--- src/rtl/core/crc_chk_pkg.sv ---
// Shared types, constants and CRC functions for the capture record checker.
// No dependencies.
package crc_chk_pkg;

  localparam int unsigned FixedBytes = 20;
  localparam logic [8:0] PosMax = 9'd511;
  localparam logic [10:0] HcrcPoly = 11'h385;
  localparam logic [10:0] HcrcInit = 11'h01A;
  localparam logic [23:0] FcrcPoly = 24'h5D6DCB;
  localparam logic [23:0] FcrcInit = 24'hFEDCBA;
  localparam logic [7:0] FlagMask = 8'h0F;

  typedef enum logic [2:0] {
    ST_OK        = 3'd0,
    ST_SHORT     = 3'd1,
    ST_BAD_LEN   = 3'd2,
    ST_BAD_CHAN  = 3'd3,
    ST_HDR_CRC   = 3'd4,
    ST_FRAME_CRC = 3'd5
  } status_e;

  typedef enum logic [1:0] {
    CFG_MAX_PAYLOAD = 2'd0,
    CFG_SLOT_LIMIT  = 2'd1,
    CFG_MAX_CYCLE   = 2'd2
  } cfg_idx_e;

  typedef struct packed {
    logic [8:0]  pos;
    logic [7:0]  channel;
    logic [7:0]  flags;
    logic [7:0]  cycle;
    logic [15:0] slot;
    logic [15:0] len;
    logic [63:0] stamp;
    logic [10:0] exp_hcrc;
    logic [10:0] rcv_hcrc;
    logic [23:0] run_fcrc;
    logic [23:0] rcv_fcrc;
  } rec_t;

  function automatic logic [10:0] hcrc_byte(logic [10:0] crc_in, logic [7:0] b);
    logic [10:0] c;
    logic fb;
    c = crc_in;
    for (int i = 0; i < 8; i++) begin
      fb = c[10] ^ b[7-i];
      c = {c[9:0], 1'b0};
      if (fb) c = c ^ HcrcPoly;
    end
    return c;
  endfunction

  function automatic logic [23:0] fcrc_byte(logic [23:0] crc_in, logic [7:0] b);
    logic [23:0] c;
    logic hi;
    c = crc_in ^ {b, 16'h0000};
    for (int i = 0; i < 8; i++) begin
      hi = c[23];
      c = {c[22:0], 1'b0};
      if (hi) c = c ^ FcrcPoly;
    end
    return c;
  endfunction

endpackage

--- src/rtl/core/crc_chk_back.sv ---
// Back end: checks a record summary, counts outcomes, holds the result item.
// Also holds the configuration registers. Uses crc_chk_pkg.
module crc_chk_back #(
  parameter int unsigned MAX_PAYLOAD = 254,
  parameter int unsigned COUNT_BITS  = 32
) (
  input  logic              clk_i,
  input  logic              rst_ni,
  input  logic              cfg_valid_i,
  input  logic [1:0]        cfg_index_i,
  input  logic [11:0]       cfg_data_i,
  input  logic              q_valid_i,
  input  crc_chk_pkg::rec_t q_rec_i,
  output logic              q_pop_o,
  output logic              out_valid_o,
  input  logic              out_ready_i,
  output logic [263:0]      out_data_o
);

  localparam logic [15:0] MaxPay = 16'(MAX_PAYLOAD);

  logic [7:0]  max_pay_q;
  logic [11:0] slot_lim_q;
  logic [5:0]  max_cyc_q;
  logic [COUNT_BITS-1:0] cnt_q [4];
  logic [COUNT_BITS-1:0] cnt_d [4];
  logic        ov_q;
  logic [263:0] od_q, od_d;
  logic [15:0] limit;
  logic [16:0] exp_pos;
  crc_chk_pkg::status_e st;
  logic [1:0]  sel;
  crc_chk_pkg::rec_t r;

  assign r       = q_rec_i;
  assign q_pop_o = q_valid_i && (!ov_q || out_ready_i);

  always_comb begin
    limit   = ({8'd0, max_pay_q} < MaxPay) ? {8'd0, max_pay_q} : MaxPay;
    exp_pos = 17'(crc_chk_pkg::FixedBytes) + {1'b0, r.len};
    if (r.pos < 9'(crc_chk_pkg::FixedBytes)) st = crc_chk_pkg::ST_SHORT;
    else if (r.len > limit || {8'd0, r.pos} != exp_pos) st = crc_chk_pkg::ST_BAD_LEN;
    else if (r.channel > 8'd1) st = crc_chk_pkg::ST_BAD_CHAN;
    else if (r.slot == 16'd0 || r.slot >= {4'd0, slot_lim_q}) st = crc_chk_pkg::ST_BAD_LEN;
    else if (r.cycle > {2'd0, max_cyc_q}) st = crc_chk_pkg::ST_BAD_LEN;
    else if (r.len[0]) st = crc_chk_pkg::ST_BAD_LEN;
    else if (r.exp_hcrc != r.rcv_hcrc) st = crc_chk_pkg::ST_HDR_CRC;
    else if (r.run_fcrc != r.rcv_fcrc) st = crc_chk_pkg::ST_FRAME_CRC;
    else st = crc_chk_pkg::ST_OK;
    unique case (st)
      crc_chk_pkg::ST_OK:        sel = 2'd0;
      crc_chk_pkg::ST_HDR_CRC:   sel = 2'd2;
      crc_chk_pkg::ST_FRAME_CRC: sel = 2'd3;
      default:                   sel = 2'd1;
    endcase
    for (int i = 0; i < 4; i++) begin
      cnt_d[i] = cnt_q[i];
    end
    od_d = od_q;
    if (q_pop_o) begin
      cnt_d[sel] = cnt_q[sel] + COUNT_BITS'(1);
      od_d = {2'b00, 32'(cnt_d[3]), 32'(cnt_d[2]), 32'(cnt_d[1]), 32'(cnt_d[0]),
              r.rcv_hcrc, r.stamp, r.len, r.slot, r.cycle, r.flags, r.channel, st};
    end
  end

  always_ff @(posedge clk_i) begin
    od_q <= od_d;
  end

  always_ff @(posedge clk_i or negedge rst_ni) begin
    if (!rst_ni) begin
      ov_q       <= 1'b0;
      max_pay_q  <= 8'd254;
      slot_lim_q <= 12'd2048;
      max_cyc_q  <= 6'd63;
      for (int i = 0; i < 4; i++) cnt_q[i] <= '0;
    end else begin
      ov_q <= q_pop_o || (ov_q && !out_ready_i);
      for (int i = 0; i < 4; i++) cnt_q[i] <= cnt_d[i];
      if (cfg_valid_i) begin
        case (cfg_index_i)
          crc_chk_pkg::CFG_MAX_PAYLOAD: max_pay_q <= cfg_data_i[7:0];
          crc_chk_pkg::CFG_SLOT_LIMIT:  slot_lim_q <= cfg_data_i;
          crc_chk_pkg::CFG_MAX_CYCLE:   max_cyc_q <= cfg_data_i[5:0];
          default: ;
        endcase
      end
    end
  end

  assign out_valid_o = ov_q;
  assign out_data_o  = od_q;

endmodule
--- config.mk ---
export PLATFORM = sky130hd
export DESIGN_NAME = crc_chk_back
export DESIGN_NICKNAME = d
export VERILOG_FILES = /design/src/rtl/core/crc_chk_pkg.sv /design/src/rtl/core/crc_chk_back.sv
export SDC_FILE = /design/constraint.sdc
export NUM_CORES = 1
export LEC_CHECK = 0
export ABC_AREA = 1
export BUFFER_PORTS_ARGS = -buffer_cell sky130_fd_sc_hd__clkbuf_2
export CAP_MARGIN = 10
export CORE_AREA = 2 2 248 250
export CTS_CLUSTER_SIZE = 40
export DETAILED_ROUTE_END_ITERATION = 6
export DIE_AREA = 0 0 250 252
export GPL_TIMING_DRIVEN = 0
export HOLD_SLACK_MARGIN = 0.15
export RECOVER_POWER = 50
export SLEW_MARGIN = 40
export SYNTH_ARGS = -nofsm -noshare
export SYNTH_HDL_FRONTEND = slang
export SYNTH_SLANG_ARGS = --single-unit
--- constraint.sdc ---
create_clock -name clk_i -period 8.17 [get_ports clk_i]
set_input_delay 0.4085 -clock clk_i [delete_from_list [all_inputs] [get_ports clk_i]]
set_output_delay 0.4085 -clock clk_i [all_outputs]
set_load 0.03 [all_outputs]
**Word level (Yosys, flattened, before mapping)**

Cells that the tools add are included.

- Equality and inequality tests: 7
- Mux-type cells: 16
- Bitwise logic cells: 1
- Reductions and logical operators: 15
- Add/sub/neg operators: 2
- $lt $le $gt $ge: 8

Operators by type and width:

| operator | number |
|---|---|
| $bwmux W128 | 1 |
| $mux W32 | 3 |
| $bmux W32 S2 | 1 |
| $demux W32 S2 | 1 |
| $add A32 B1 Y32 const B | 1 |
| $mux W3 | 8 |
| $ne A24 B24 Y1 | 1 |
| $add A5 B16 Y17 const A | 1 |
| $ne A9 B17 Y1 | 1 |
| $ge A16 B12 Y1 | 1 |
| $gt A16 B8 Y1 | 1 |
| $logic_not A16 Y1 | 1 |
| $ne A11 B11 Y1 | 1 |
| $lt A9 B5 Y1 const B | 1 |
| $gt A8 B1 Y1 const B | 1 |
| $gt A8 B6 Y1 | 1 |
| $lt A8 B8 Y1 const B | 1 |
| $mux W8 | 1 |
| $eq A3 B3 Y1 const B | 2 |
| $pmux W2 S3 | 1 |
| $reduce_and A2 Y1 | 3 |
| $logic_or A1 B1 Y1 | 4 |
| $ge A3 B3 Y1 const B | 1 |
| $logic_and A1 B1 Y1 | 3 |
| 7 further kinds | 8 |

- Word-level logic and storage cells: 58
- Register bits: 417
- Output and inout bits: 266

**Depth between registers and ports, before layout**

Gate-level depths: netlist of the first run.

- Word-level depth: 17
- Gate-level depth with buffers: 31

**Worst setup path before layout of the first run**

Ideal clock, no wire load.

- Kind: flip-flop to flip-flop
- Start: register ov_q, in the netlist out_valid_o
- End: register od_q[0], in the netlist out_data_o[0] (enable)
- Setup time: 0.741 ns
- Arrival: 8.625 ns
- Setup slack: -1.196 ns
- Buffers on the path: 2
- Data required time: 7.429 ns
- Cell stages (with the launch flop): 6
- Cells stage by stage: dfrtp_1 > inv_1 > o21ai_1 > clkinv_1 > clkbuf_1 > clkbuf_1

- Word-level cells in the longest chain between the ends: 3

RTL lines:

| item | RTL line | RTL |
|---|---|---|
| from (decl) | crc_chk_back.sv:27 | `logic ov_q;` |
| from (signal assigned) | crc_chk_back.sv:79 | `ov_q <= q_pop_o \|\| (ov_q && !out_ready_i);` |
| $logic_not A1 Y1 | crc_chk_back.sv:36 | `assign q_pop_o = q_valid_i && (!ov_q \|\| out_ready_i);` |
| $logic_or A1 B1 Y1 | crc_chk_back.sv:36 |  |
| $logic_and A1 B1 Y1 | crc_chk_back.sv:36 |  |
| net q_pop_o | crc_chk_back.sv:14 | `output logic q_pop_o,` |
| to (signal assigned) | crc_chk_back.sv:68 | `od_q <= od_d;` |
| to (decl) | crc_chk_back.sv:28 | `logic [263:0] od_q, od_d;` |

The timed path passes the listed nets, and every way through them passes these cells.
A chain may end at the register's enable or synchronous reset.

==> out/metrics.csv, run 1 <==
stage,metric,value,unit
setup_path,CP bufs+invs,3,
clocking,H-tree level count,2,
drt,via count,19200,
synth,Main synth FF type,edfxtp_1,
drt,Initial DRC Count,1883,
synth,Synth Area in Compound Gates,0.0438,
power,switching portion of total power,0.305,
clocking,clock-pin transition on the worst setup and hold timing paths,0.06,ns
synth,"EDFF count, synth",262,
floorplanning,Chip Height,252,um
power,VDD IR max,132,uV
clocking,CTS Buf Count,46,
setup_path,CP most frequent cell,clkbuf_1,
power,clock power share,0.369,
floorplanning,Starting Density,0.348,
sta,setup TNS,0,ns
layout,Reg area,11800,um^2
setup_path,crit end category,asynchronous set/reset pin,
setup_path,worst-path maximum fanout,56,
layout,layout cell share with drive strength beyond 1,0.131,
sta,RSZ-0062 raised after global routing,no,
setup_path,depth of the most critical reg-to-reg path,23,
sta,max-slew violation count,160,
sta,Fin. Hold Viols,0,
drt,DR vias/cell,4.93,
setup_path,reg2reg end,out_data_o[172]$_DFFE_PP_,
setup_path,cell family with most CP delay,buffers and inverters,
synth,simple-gate area share of the yosys netlist,0.302,
setup_path,Worst Path Arrival,5.62,ns
sta,fin crit share,0.691,
min_path,Hold Path Depth,3,
synth,post-synthesis register bit count,417,
global_route,global-route wire length before repair,112,mm
layout,FILL cells,6004,
drt,1st-pass router iterations,6,
synth,Post-Syn Area,20900,um^2
sta,Worst Skew,0.0358,ns
clocking,CTS tree,yes,
floorplanning,core area,60100,um^2
synth,xor and xnor area share after synthesis,0.0120,
floorplanning,Die ar.,63000,um^2
setup_path,crit start category,primary input,
min_path,HP Start,cfg_data_i[3],
synth,Yosys cell types,46,
power,Design Power,5.76,mW
global_route,initial antenna violation count,0,
synth,post-synth top area share,0.376,
global_route,vias in the first global route,18300,
sta,Hold WS,0.157,ns
drt,Routed Antenna Nets,0,
synth,register area share after synthesis,0.562,
floorplanning,boundary pin count,484,
synth,top post-synthesis cells by area,"edfxtp_1 (38%), dfrtp_1 (17%), nand2_1 (13%)",
global_route,GRT Total Usage,0.236,
floorplanning,Die Width,250,um
global_route,Overflow after GRT,0,
setup_path,CP required,8.15,ns
clocking,later-pin clock latency in the skew report,0.61,ns
drt,routed len/inst,19.5,um
layout,fin nets,3316,
min_path,hold crit path type,primary input to flip-flop,
sta,final setup fails,0,
sta,achievable clock frequency,0.177,GHz
drt,DRC,0,
layout,area of the multi-input gates,7870,um^2
power,Static Leak,12.1,nW
clocking,clk buf depth,3,
placed_design,post-DP HPWL,56.2,mm
synth,Synth Warn #,0,
clocking,root buffer cell,clkbuf_16,
sta,Worst-Margin Slew,3.20,ns
layout,area grow syn2layout,29.1,%
layout,final core occ,0.450,
power,sw power,1.76,mW
clocking,cts repair resizes,0,
layout,Ant. Diodes,0,
sta,max_slew headroom,-1.13,
synth,"FFs w/ async S/R, synth",0.372,
setup_path,CP Cell Sequence,dlygate4sd3_1 > clkbuf_1 > clkbuf_1,
synth,post-synthesis mux area share,0,
drt,WL final,75.7,mm
setup_path,Worst R2R Start,slot_lim_q[11]$_DFFE_PN1P_,
setup_path,critical path class,primary input to asynchronous set/reset pin,
power,Combinational Power Share,0.189,
global_route,largest net degree at the start of global routing,72,
placed_design,PortBufs,481,
sta,fin crit period,5.64,ns
placed_design,Final GP Congestion,0.974,
flow_run,Max-Cap Viols,3,
power,pwr dens,213,nW/um^2
synth,largest family of logic cells by synthesized area,simple AND/OR/NAND/NOR gates,
power,register share of total power,0.442,
run_status,failing checks,"max-capacitance violations, max-slew violations",
clocking,clock sinks,417,
setup_path,crit-path max cell delay,2.34,ns
synth,syn_area_per_cell,8.76,um^2
run_status,status,finished with violations,
synth,adder-cell share of the synthesized area,0.0167,
min_path,Hold Path Sink,max_pay_q[3]$_DFFE_PN1P_,
power,Pint,4.00,mW
setup_path,R2R Setup Slk,2.92,ns
synth,Yosys top cell by area,edfxtp_1,
synth,Mapped Cells,2392,
floorplanning,# rows,90,
setup_path,Crit-path slowest cell,clkbuf_1,
how the worst max path moves through the flow:
stage | to | startpoint | cells past startpoint | slack [ns]
global placement | q_pop_o | out_ready_i | 6 | 0.38
finish | slot_lim_q[0]$_DFFE_PN0P_ | rst_ni | 3 | 2.53
floorplan | out_data_o[0]$_DFFE_PP_ | out_valid_o$_DFF_PN0_ | 5 | 3.01
detailed placement | out_data_o[196]$_DFFE_PP_ | q_rec_i[39] | 24 | 2.78
global route | slot_lim_q[0]$_DFFE_PN0P_ | rst_ni | 3 | 1.55
CTS | out_data_o[196]$_DFFE_PP_ | q_rec_i[50] | 21 | 2.85
logic make-up after synthesis:
| kind of cell | after synthesis |
|---|---|
| fa+ha+maj | 28 |
| xor+xnor | 27 |
| simple gates | 1423 |
| compound gates | 162 |
| flops | 417 |
| other cells | 1 |
| buf+inv | 334 |
sequential cells by signal, summed over array words and instances, names as in the netlist:
signal / cells
out_data_o: 262
slot_lim_q: 12
cnt_q: 128
max_pay_q: 8
max_cyc_q: 6
out_valid_o: 1
worst register-to-register path, delay by kind of cell, from the launching register on:
kind	cells	cell delay (ns)
XOR/XNOR	1	0.55
AND/OR/NAND/NOR	16	2.78
flip-flops	1	0.52
buffers and inverters	2	0.12
adder cells (fa/ha/maj)	2	0.75
AO/OA/AOI/OAI	2	0.29
synth_stat cells, types with 32 or more instances:
master and instances:
dfrtp_1 141, o21ai_1 32, clkbuf_1 53, nand3_1 273
inv_1 237, o21ai_0 64, edfxtp_1 262, nand2_1 712
or2_2 34, nand4_1 44, and2_1 64, nor2_1 221
cell type report:
class,instances,area share
Timing Repair Buffer,629,0.132
Sequential cell,417,0.435
Buffer,83,0.0147
Clock inverter,27,0.00953
Clock buffer,59,0.0470
Inverter,251,0.0348
Tap cell,782,0.0362
Multi-Input combinational cell,1642,0.291
timing repair:
item	in CTS	in global routing
setup buffers	0	0
hold endpoints to repair	195	0
hold buffers	142	0
routing by layer:
layer	global-route usage	share of wire	routed length [um]	vias up
li1	-	-	-	9196
met5	0	0	0	-
met3	0.0423	0.071	5370	115
met4	0.0679	0.028	2080	0
met2	0.382	0.46	34700	728
met1	0.324	0.44	33600	9133
power groups by stage:
stage / combinational, mW / clock (mW) / sequential [mW]
after floorplan: 0.485 / 0 / 2.77
after global placement: 1.03 / 0 / 2.60
after detailed placement: 1.05 / 0 / 2.59
after CTS: 1.11 / 2.17 / 2.55
after global routing: 1.20 / 2.25 / 2.57
final: 1.09 / 2.12 / 2.55
per-stage QoR:
stage | cells | instance area, um^2 | worst slack [ns]
2_1_floorplan | 2393 | 21000 | 3.01
3_3_place_gp | 3656 | 24300 | 0.382
3_5_place_dp | 3662 | 24500 | 2.78
4_1_cts | 3890 | 27500 | 2.85
5_1_grt | 3890 | 27000 | 1.55
6_report | 3890 | 27000 | 2.53
cell usage in the layout, fill, tap and decap left out, types with 4 or more instances in the layout:
cell / count
nor2_2: 21
o21ai_1: 32
o21ai_0: 64
o21a_1: 15
and2_1: 64
ha_1: 28
buf_2: 12
clkbuf_8: 4
edfxtp_1: 262
nand2_1: 712
o21bai_1: 4
nor2_1: 220
inv_1: 237
clkinv_4: 5
o21ai_2: 5
nand3_2: 5
a31oi_1: 10
clkbuf_1: 356
clkbuf_16: 48
dlygate4sd3_1: 142
inv_2: 11
a21oi_1: 21
nand3b_1: 13
buf_6: 6
buf_1: 9
o211ai_1: 7
or2_2: 34
clkinv_1: 6
dfrtp_1: 141
dfstp_2: 12
nor3_1: 7
clkinv_2: 9
nor2_4: 7
nand2_2: 14
nand3_1: 273
xor2_1: 20
nand4_1: 44
xnor2_1: 5
clkinvlp_4: 4
clkbuf_2: 187
No activity file was read; power rests on OpenSTA's default activity.
==> run 2: changes to the inputs <==
--- a/config.mk
+++ b/config.mk
@@ -5,13 +5,13 @@
 export SDC_FILE = /design/constraint.sdc
 export NUM_CORES = 1
 export LEC_CHECK = 0
-export ABC_AREA = 1
+export ABC_AREA = 0
 export BUFFER_PORTS_ARGS = -buffer_cell sky130_fd_sc_hd__clkbuf_2
 export CAP_MARGIN = 10
-export CORE_AREA = 2 2 248 250
+export CORE_AREA = 2 2 234 236
 export CTS_CLUSTER_SIZE = 40
 export DETAILED_ROUTE_END_ITERATION = 6
-export DIE_AREA = 0 0 250 252
+export DIE_AREA = 0 0 236 238
 export GPL_TIMING_DRIVEN = 0
 export HOLD_SLACK_MARGIN = 0.15
 export RECOVER_POWER = 50
==> constraint.sdc (replaced) <==
create_clock -name clk_i -period 5.05 [get_ports clk_i]
set_input_delay 0.2525 -clock clk_i [delete_from_list [all_inputs] [get_ports clk_i]]
set_output_delay 0.2525 -clock clk_i [all_outputs]
set_load 0.03 [all_outputs]
==> run 2 against run 1 <==
The flow still finishes with violations (max-capacitance violations, max-slew violations). Count of clock-buffer cells in the layout up 5. Clock skew down 0.019 ns. Power increased by 49%. Via count fell by 18%. Routed wire length decreased by 11%. Critical endpoint is now out_data_o[218]$_DFFE_PP_. Largest cell class unchanged. Largest power group unchanged.
==> out/metrics.csv, run 2 <==
stage,metric,value,unit,change
run_status,status,finished with violations,,
run_status,failing checks,"max-capacitance violations, max-slew violations",,
sta,max_slew headroom,-1.06,,+0.0716
floorplanning,Chip Height,238,um,-5.6%
min_path,Hold Path Depth,4,,+1
clocking,later-pin clock latency in the skew report,0.59,ns,-0.02 ns
clocking,CTS Buf Count,46,,unchanged
synth,Yosys cell types,65,,+41%
drt,routed len/inst,21.9,um,+13%
synth,Yosys top cell by area,edfxtp_1,,
placed_design,post-DP HPWL,49.8,mm,-11%
clocking,clk buf depth,3,,unchanged
synth,post-synthesis register bit count,417,,unchanged
setup_path,Worst Path Arrival,5.24,ns,-0.38 ns
floorplanning,core area,53500,um^2,-11%
power,Combinational Power Share,0.137,,-0.052
power,clock power share,0.404,,+0.035
flow_run,Max-Cap Viols,1,,-2
global_route,global-route wire length before repair,98.4,mm,-12%
layout,fin nets,2567,,-23%
drt,via count,15800,,-18%
layout,"most common cell after layout, fill and taps aside",clkbuf_1,,
sta,achievable clock frequency,0.206,GHz,
drt,DRC,0,,unchanged
synth,post-synth top area share,0.423,,+0.0470
global_route,GRT Total Usage,0.233,,-0.00346
layout,FILL cells,5046,,-16%
layout,most frequent cells in the layout,"clkbuf_1 (373), nand2_1 (285), edfxtp_1 (262)",,
layout,area grow syn2layout,36.0,%,
power,Pint,6.32,mW,+58%
clocking,H-tree level count,2,,unchanged
setup_path,CP required,5.43,ns,-2.72 ns
synth,Commonest cells post-synth,"nand2_1 (286), edfxtp_1 (262), o21ai_0 (191), dfrtp_1 (141), xnor2_1 (94)",,
clocking,clock-pin transition on the worst setup and hold timing paths,0.06,ns,about the same
power,sw power,2.27,mW,+29%
placed_design,PortBufs,481,,unchanged
sta,Hold WS,0.178,ns,+0.0211 ns
clocking,CTS tree,yes,,
global_route,initial antenna violation count,5,,+5
floorplanning,Die Width,236,um,-5.6%
sta,RSZ-0062 raised after global routing,yes,,
setup_path,Worst R2R Start,max_pay_q[1]$_DFFE_PN1P_,,
layout,layout cell share with drive strength beyond 1,0.165,,+0.0341
setup_path,critical path class,flip-flop to flip-flop,,
sta,Fin. Hold Viols,0,,unchanged
setup_path,crit end category,flip-flop,,
sta,fin crit share,0.962,,
drt,WL final,67.1,mm,-11%
setup_path,crit start category,flip-flop,,
power,pwr dens,339,nW/um^2,+59%
min_path,hold crit path type,primary input to flip-flop,,
sta,Worst Skew,0.0170,ns,-0.0188 ns
floorplanning,boundary pin count,484,,unchanged
min_path,Hold Path Sink,out_data_o[0]$_DFFE_PP_,,
sta,final setup fails,0,,unchanged
global_route,Overflow after GRT,0,,unchanged
synth,"EDFF count, synth",262,,unchanged
clocking,root buffer cell,clkbuf_16,,
global_route,largest net degree at the start of global routing,80,,+11%
power,Design Power,8.59,mW,+49%
setup_path,worst-path maximum fanout,10,,-82%
power,switching portion of total power,0.264,,-0.0410
synth,register area share after synthesis,0.632,,+0.0702
floorplanning,Starting Density,0.348,,about the same
synth,top post-synthesis cells by area,"edfxtp_1 (42%), dfrtp_1 (19%), nand2_1 (5.8%)",,
synth,"count leader, synth",nand2_1,,
floorplanning,Die ar.,56200,um^2,-11%
sta,setup TNS,0,ns,unchanged
synth,Main synth FF type,edfxtp_1,,
floorplanning,# rows,85,,-5.6%
setup_path,R2R Setup Slk,0.19,ns,-2.73 ns
drt,1st-pass router iterations,5,,-1
synth,Mapped Cells,1610,,-33%
synth,Synth Warn #,0,,unchanged
power,Static Leak,9.62,nW,-20%
drt,DR vias/cell,5.16,,+4.7%
power,VDD IR max,193,uV,+46%
sta,Worst-Margin Slew,3.09,ns,-0.107 ns
clocking,clock sinks,417,,unchanged
placed_design,Final GP Congestion,0.940,,-3.5%
synth,syn_area_per_cell,11.6,um^2,+32%
sta,max-slew violation count,56,,-65%
drt,Initial DRC Count,1125,,-40%
setup_path,depth of the most critical reg-to-reg path,23,,unchanged
global_route,vias in the first global route,15600,,-15%
synth,Post-Syn Area,18600,um^2,-11%
sta,fin crit period,4.86,ns,
synth,"FFs w/ async S/R, synth",0.372,,unchanged
power,register share of total power,0.460,,+0.018
min_path,HP Start,q_rec_i[194],,
drt,Routed Antenna Nets,0,,unchanged
setup_path,reg2reg end,out_data_o[218]$_DFFE_PP_,,
layout,max reg flops,262,,unchanged
-- run 2: cell types whose count changed after synthesis, sizes merged, moves of 23 or more --
cell,before,now
a21oi,22,49
and2,64,5
inv,248,36
mux2,0,30
mux2i,0,23
nand2,727,286
nand3,278,62
nand4,47,21
nor2,249,78
o21ai,101,200
or2,35,3
xnor2,7,96
xor2,20,43
-- run 2: what timing repair did --
item / 4_1_cts / 5_1_grt
hold buffers: 156 / 0
cloned: 0 / 0
endpoints found under the setup margin: 194 / 154
setup buffers: 9 / 12
hold endpoints to repair: 260 / 0
gates resized for setup: 34 / 62
pin swaps: 5 / 10
-- run 2: power groups by stage --
| stage | logic (mW) | registers, mW | clock network [mW] |
|---|---|---|---|
| 2_1_floorplan | 0.424 | 4.23 | 0 |
| 3_3_place_gp | 1.04 | 4.02 | 0 |
| 3_5_place_dp | 1.08 | 4.02 | 0 |
| 4_1_cts | 1.19 | 3.95 | 3.54 |
| 5_1_grt | 1.27 | 3.97 | 3.67 |
| 6_report | 1.17 | 3.95 | 3.47 |
-- run 2: metal layers --
layer | track usage | part of all wire | vias to the layer above
met2 | 0.389 | 0.48 | 773
met5 | 0 | 0 | -
met3 | 0.0457 | 0.078 | 126
met4 | 0.0905 | 0.035 | 0
li1 | - | - | 7195
met1 | 0.298 | 0.41 | 7683
-- run 2: cell type report --
type / count / area (um^2) / share of cell area
Timing Repair Buffer: 666 / 3870 / 0.153
Tap cell: 696 / 871 / 0.0344
Inverter: 36 / 135 / 0.00534
Clock inverter: 19 / 201 / 0.00796
Antenna cell: 4 / 10.0 / 0.000395
Clock buffer: 64 / 1340 / 0.0531
Multi-Input combinational cell: 1084 / 6800 / 0.268
Sequential cell: 417 / 11800 / 0.465
Buffer: 70 / 327 / 0.0129
-- run 2: how the worst max path moves through the flow --
stage                                  start                        end  slack [ns]  cells past startpoint
finish              max_pay_q[1]$_DFFE_PN1P_  out_data_o[218]$_DFFE_PP_        0.19                     23
global route        max_pay_q[1]$_DFFE_PN1P_  out_data_o[163]$_DFFE_PP_       -0.03                     15
CTS                 max_pay_q[1]$_DFFE_PN1P_  out_data_o[250]$_DFFE_PP_      0.0001                     23
detailed placement  max_pay_q[1]$_DFFE_PN1P_  out_data_o[216]$_DFFE_PP_       -1.88                     21
global placement    max_pay_q[1]$_DFFE_PN1P_  out_data_o[216]$_DFFE_PP_       -1.80                     21
floorplan           max_cyc_q[3]$_DFFE_PN1P_  out_data_o[216]$_DFFE_PP_        0.40                     18
-- run 2: worst max-delay path: stages (launching register included) --
cell,delay (ns)
dfstp_2,0.52
inv_1,0.06
o41a_1,0.43
ha_1,0.27
nand4_1,0.12
nor2_1,0.05
a211o_1,0.29
buf_4,0.14
and2_1,0.16
nand3_1,0.10
or3_1,0.22
clkbuf_4,0.26
a21o_1,0.16
ha_2,0.21
inv_2,0.05
a31oi_2,0.18
o211ai_1,0.12
buf_4,0.18
nor3_4,0.20
buf_12,0.18
o2111ai_2,0.13
xor2_2,0.19
buf_4,0.16
a21oi_2,0.26
-- run 2: through the flow --
step,utilization,cells,area (um^2),setup WS (ns)
final,0.473,3056,25300,0.192
after global routing,0.473,3056,25300,-0.0251
after CTS,0.475,3043,25400,0.000102
after detailed placement,0.413,2796,22100,-1.88
after global placement,0.409,2788,21900,-1.80
after floorplan,-,1611,18600,0.397
-- run 2: cells by family (layout without fill, tap and decap cells) --
kind of cell	Yosys count	count (layout)	synth area share
flops	417	417	0.632
simple gates	546	546	0.134
mux	53	53	0.0305
fa+ha+maj	28	28	0.0188
compound gates	316	316	0.0955
buf+inv	110	855	0.0227
other cells	1	6	0.000201
xor+xnor	139	139	0.0662
==> run 3: changes to the inputs <==
--- a/config.mk
+++ b/config.mk
@@ -5,13 +5,13 @@
 export SDC_FILE = /design/constraint.sdc
 export NUM_CORES = 1
 export LEC_CHECK = 0
-export ABC_AREA = 0
+export ABC_AREA = 1
 export BUFFER_PORTS_ARGS = -buffer_cell sky130_fd_sc_hd__clkbuf_2
 export CAP_MARGIN = 10
-export CORE_AREA = 2 2 234 236
+export CORE_AREA = 2 2 248 250
 export CTS_CLUSTER_SIZE = 40
 export DETAILED_ROUTE_END_ITERATION = 6
-export DIE_AREA = 0 0 236 238
+export DIE_AREA = 0 0 250 252
 export GPL_TIMING_DRIVEN = 0
 export HOLD_SLACK_MARGIN = 0.15
 export RECOVER_POWER = 50
==> run 3 against run 2 <==
Hold slack gained 0.023 ns. Die area grew 12%. The run still ends with max-capacitance violations, max-slew violations left. Largest cell class unchanged. Worst setup slack gained 0.031 ns. Largest power group unchanged.
==> out/metrics.csv, run 3 (synthesized netlist as in run 1, its figures left out) <==
stage,metric,value,unit,change
run_status,status,finished with violations,,
run_status,failing checks,"max-capacitance violations, max-slew violations",,
layout,most frequent cells in the layout,"nand2_1 (711), clkbuf_1 (355), nand3_1 (273)",,
layout,area grow syn2layout,29.5,%,
layout,FILL cells,6004,,+19%
setup_path,depth of the most critical reg-to-reg path,17,,-26%
layout,final core occ,0.451,,-0.0221
global_route,initial antenna violation count,0,,-5
layout,layout cell share with drive strength beyond 1,0.132,,-0.0330
global_route,global-route wire length before repair,112,mm,+14%
setup_path,worst-path maximum fanout,10,,unchanged
clocking,clock sinks,417,,unchanged
floorplanning,core area,60100,um^2,+12%
clocking,CTS tree,yes,,
placed_design,placed cell area,24500,um^2,+11%
clocking,clk buf depth,3,,unchanged
floorplanning,Chip Height,252,um,+5.9%
drt,WL final,75.5,mm,+13%
clocking,clock-pin transition on the worst setup and hold timing paths,0.06,ns,about the same
min_path,HP Start,q_rec_i[197],,
sta,final setup fails,0,,unchanged
min_path,Hold Path Sink,out_data_o[1]$_DFFE_PP_,,
global_route,GRT Total Usage,0.237,,+0.00415
power,Static Leak,12.1,nW,+26%
layout,Final Cell Area,27100,um^2,+7.2%
floorplanning,# rows,90,,+5.9%
sta,fin crit period,4.83,ns,-0.0311 ns
sta,RSZ-0062 raised after global routing,no,,
placed_design,placed insts,3660,,+31%
drt,DRC,0,,unchanged
min_path,Hold Path Depth,5,,+1
min_path,hold crit path type,primary input to flip-flop,,
layout,max reg flops,262,,unchanged
setup_path,CP required,5.35,ns,-0.08 ns
setup_path,crit end category,flip-flop,,
setup_path,reg2reg end,out_data_o[255]$_DFFE_PP_,,
floorplanning,Die Width,250,um,+5.9%
layout,Ant. Diodes,0,,-4
sta,Setup WS post-layout,0.223,ns,+0.0311 ns
global_route,vias in the first global route,18600,,+19%
clocking,later-pin clock latency in the skew report,0.62,ns,+0.03 ns
sta,max-slew violation count,157,,+180%
floorplanning,Die ar.,63000,um^2,+12%
placed_design,PortBufs,481,,unchanged
setup_path,critical path class,flip-flop to flip-flop,,
placed_design,post-DP HPWL,55.4,mm,+11%
clocking,CTS Buf Count,48,,+4.3%
flow_run,Max-Cap Viols,3,,+2
sta,Worst Skew,0.0312,ns,+0.0141 ns
drt,DR vias/cell,4.89,,-5.3%
global_route,Overflow after GRT,0,,unchanged
setup_path,Worst R2R Start,slot_lim_q[11]$_DFFE_PN1P_,,
drt,Initial DRC Count,1709,,+52%
layout,fin nets,3328,,+30%
drt,Routed Antenna Nets,0,,unchanged
sta,max_slew headroom,-1.27,,-0.209
setup_path,crit start category,flip-flop,,
sta,Hold WS,0.202,ns,+0.0233 ns
placed_design,DP Worst Slack,-0.0760,ns,+1.80 ns
sta,Worst-Margin Slew,3.40,ns,+0.314 ns
power,pwr dens,342,nW/um^2,+0.76%
drt,1st-pass router iterations,6,,+1
setup_path,R2R Setup Slk,0.22,ns,+0.03 ns
layout,Layout Cells excl Fill,3904,,+28%
clocking,H-tree level count,2,,unchanged
floorplanning,Starting Density,0.348,,about the same
sta,fin crit share,0.956,,-0.00616
power,VDD IR max,239,uV,+24%
sta,achievable clock frequency,0.207,GHz,+0.64%
floorplanning,boundary pin count,484,,unchanged
power,Design Power,9.27,mW,+8.0%
clocking,root buffer cell,clkbuf_16,,
drt,routed len/inst,19.3,um,-12%
sta,Fin. Hold Viols,0,,unchanged
global_route,largest net degree at the start of global routing,104,,+30%
layout,area of the multi-input gates,7890,um^2,+16%
layout,"most common cell after layout, fill and taps aside",nand2_1,,
layout,Reg area,11800,um^2,unchanged
setup_path,Worst Path Arrival,5.13,ns,-0.11 ns
drt,via count,19100,,+21%
placed_design,Final GP Congestion,0.992,,+5.6%
sta,setup TNS,0,ns,unchanged
-- run 3: worst max-delay path by stage --
stage / from / to / slack (ns) / depth (start not counted)
2_1_floorplan: out_valid_o$_DFF_PN0_ / out_data_o[0]$_DFFE_PP_ / 1.40 / 5
3_3_place_gp: out_valid_o$_DFF_PN0_ / q_pop_o / -0.10 / 6
3_5_place_dp: q_rec_i[39] / out_data_o[196]$_DFFE_PP_ / -0.08 / 24
4_1_cts: slot_lim_q[11]$_DFFE_PN1P_ / out_data_o[196]$_DFFE_PP_ / 0.08 / 24
5_1_grt: q_rec_i[57] / out_data_o[190]$_DFFE_PP_ / 0.008 / 21
6_report: slot_lim_q[11]$_DFFE_PN1P_ / out_data_o[255]$_DFFE_PP_ / 0.22 / 17
-- run 3: worst max-delay path, cell delays in order, from the launching register on --
cell and delay, ns:
dfstp_2 0.52, inv_1 0.05, ha_1 0.28, nand2_1 0.09
nand3_1 0.06, nor2_1 0.08, nand3_1 0.08, nor2_1 0.23
nand2_1 0.10, nor2_2 0.14, nand2_2 0.14, nor2_4 0.25
nand3_2 0.16, clkbuf_1 0.40, nor2_2 0.57, clkbuf_1 0.49
clkbuf_1 0.59, a31oi_1 0.28
-- run 3: metal layers --
| metal | wire length [um] | GRT usage | vias up |
|---|---|---|---|
| li1 | - | - | 9203 |
| met1 | 32400 | 0.319 | 8928 |
| met2 | 33700 | 0.374 | 800 |
| met3 | 6500 | 0.0491 | 158 |
| met4 | 2910 | 0.0936 | 0 |
| met5 | 0 | 0 | - |
-- run 3: layout make-up --
class	instances	share of cell area
tap	782	0.0361
clock inverter	30	0.00941
multi-input combinational	1642	0.291
sequential	417	0.434
buffer	83	0.0151
clock buffer	60	0.0463
inverter	251	0.0347
timing repair buffer	639	0.134
-- run 3: what timing repair did --
action                                  4_1_cts  5_1_grt
resized for setup                             2        6
hold buffers                                151        0
pin swaps                                     0        2
endpoints found under the hold margin       299        0
gates cloned                                  0        0
buffers inserted                              0        3
endpoints found under the setup margin        7       43
-- run 3: where the power goes --
group	internal [mW]	leakage [nW]	switching (mW)
sequential	4.00	4.59	0.127
clock	1.85	0.731	1.52
combinational	0.531	6.79	1.25
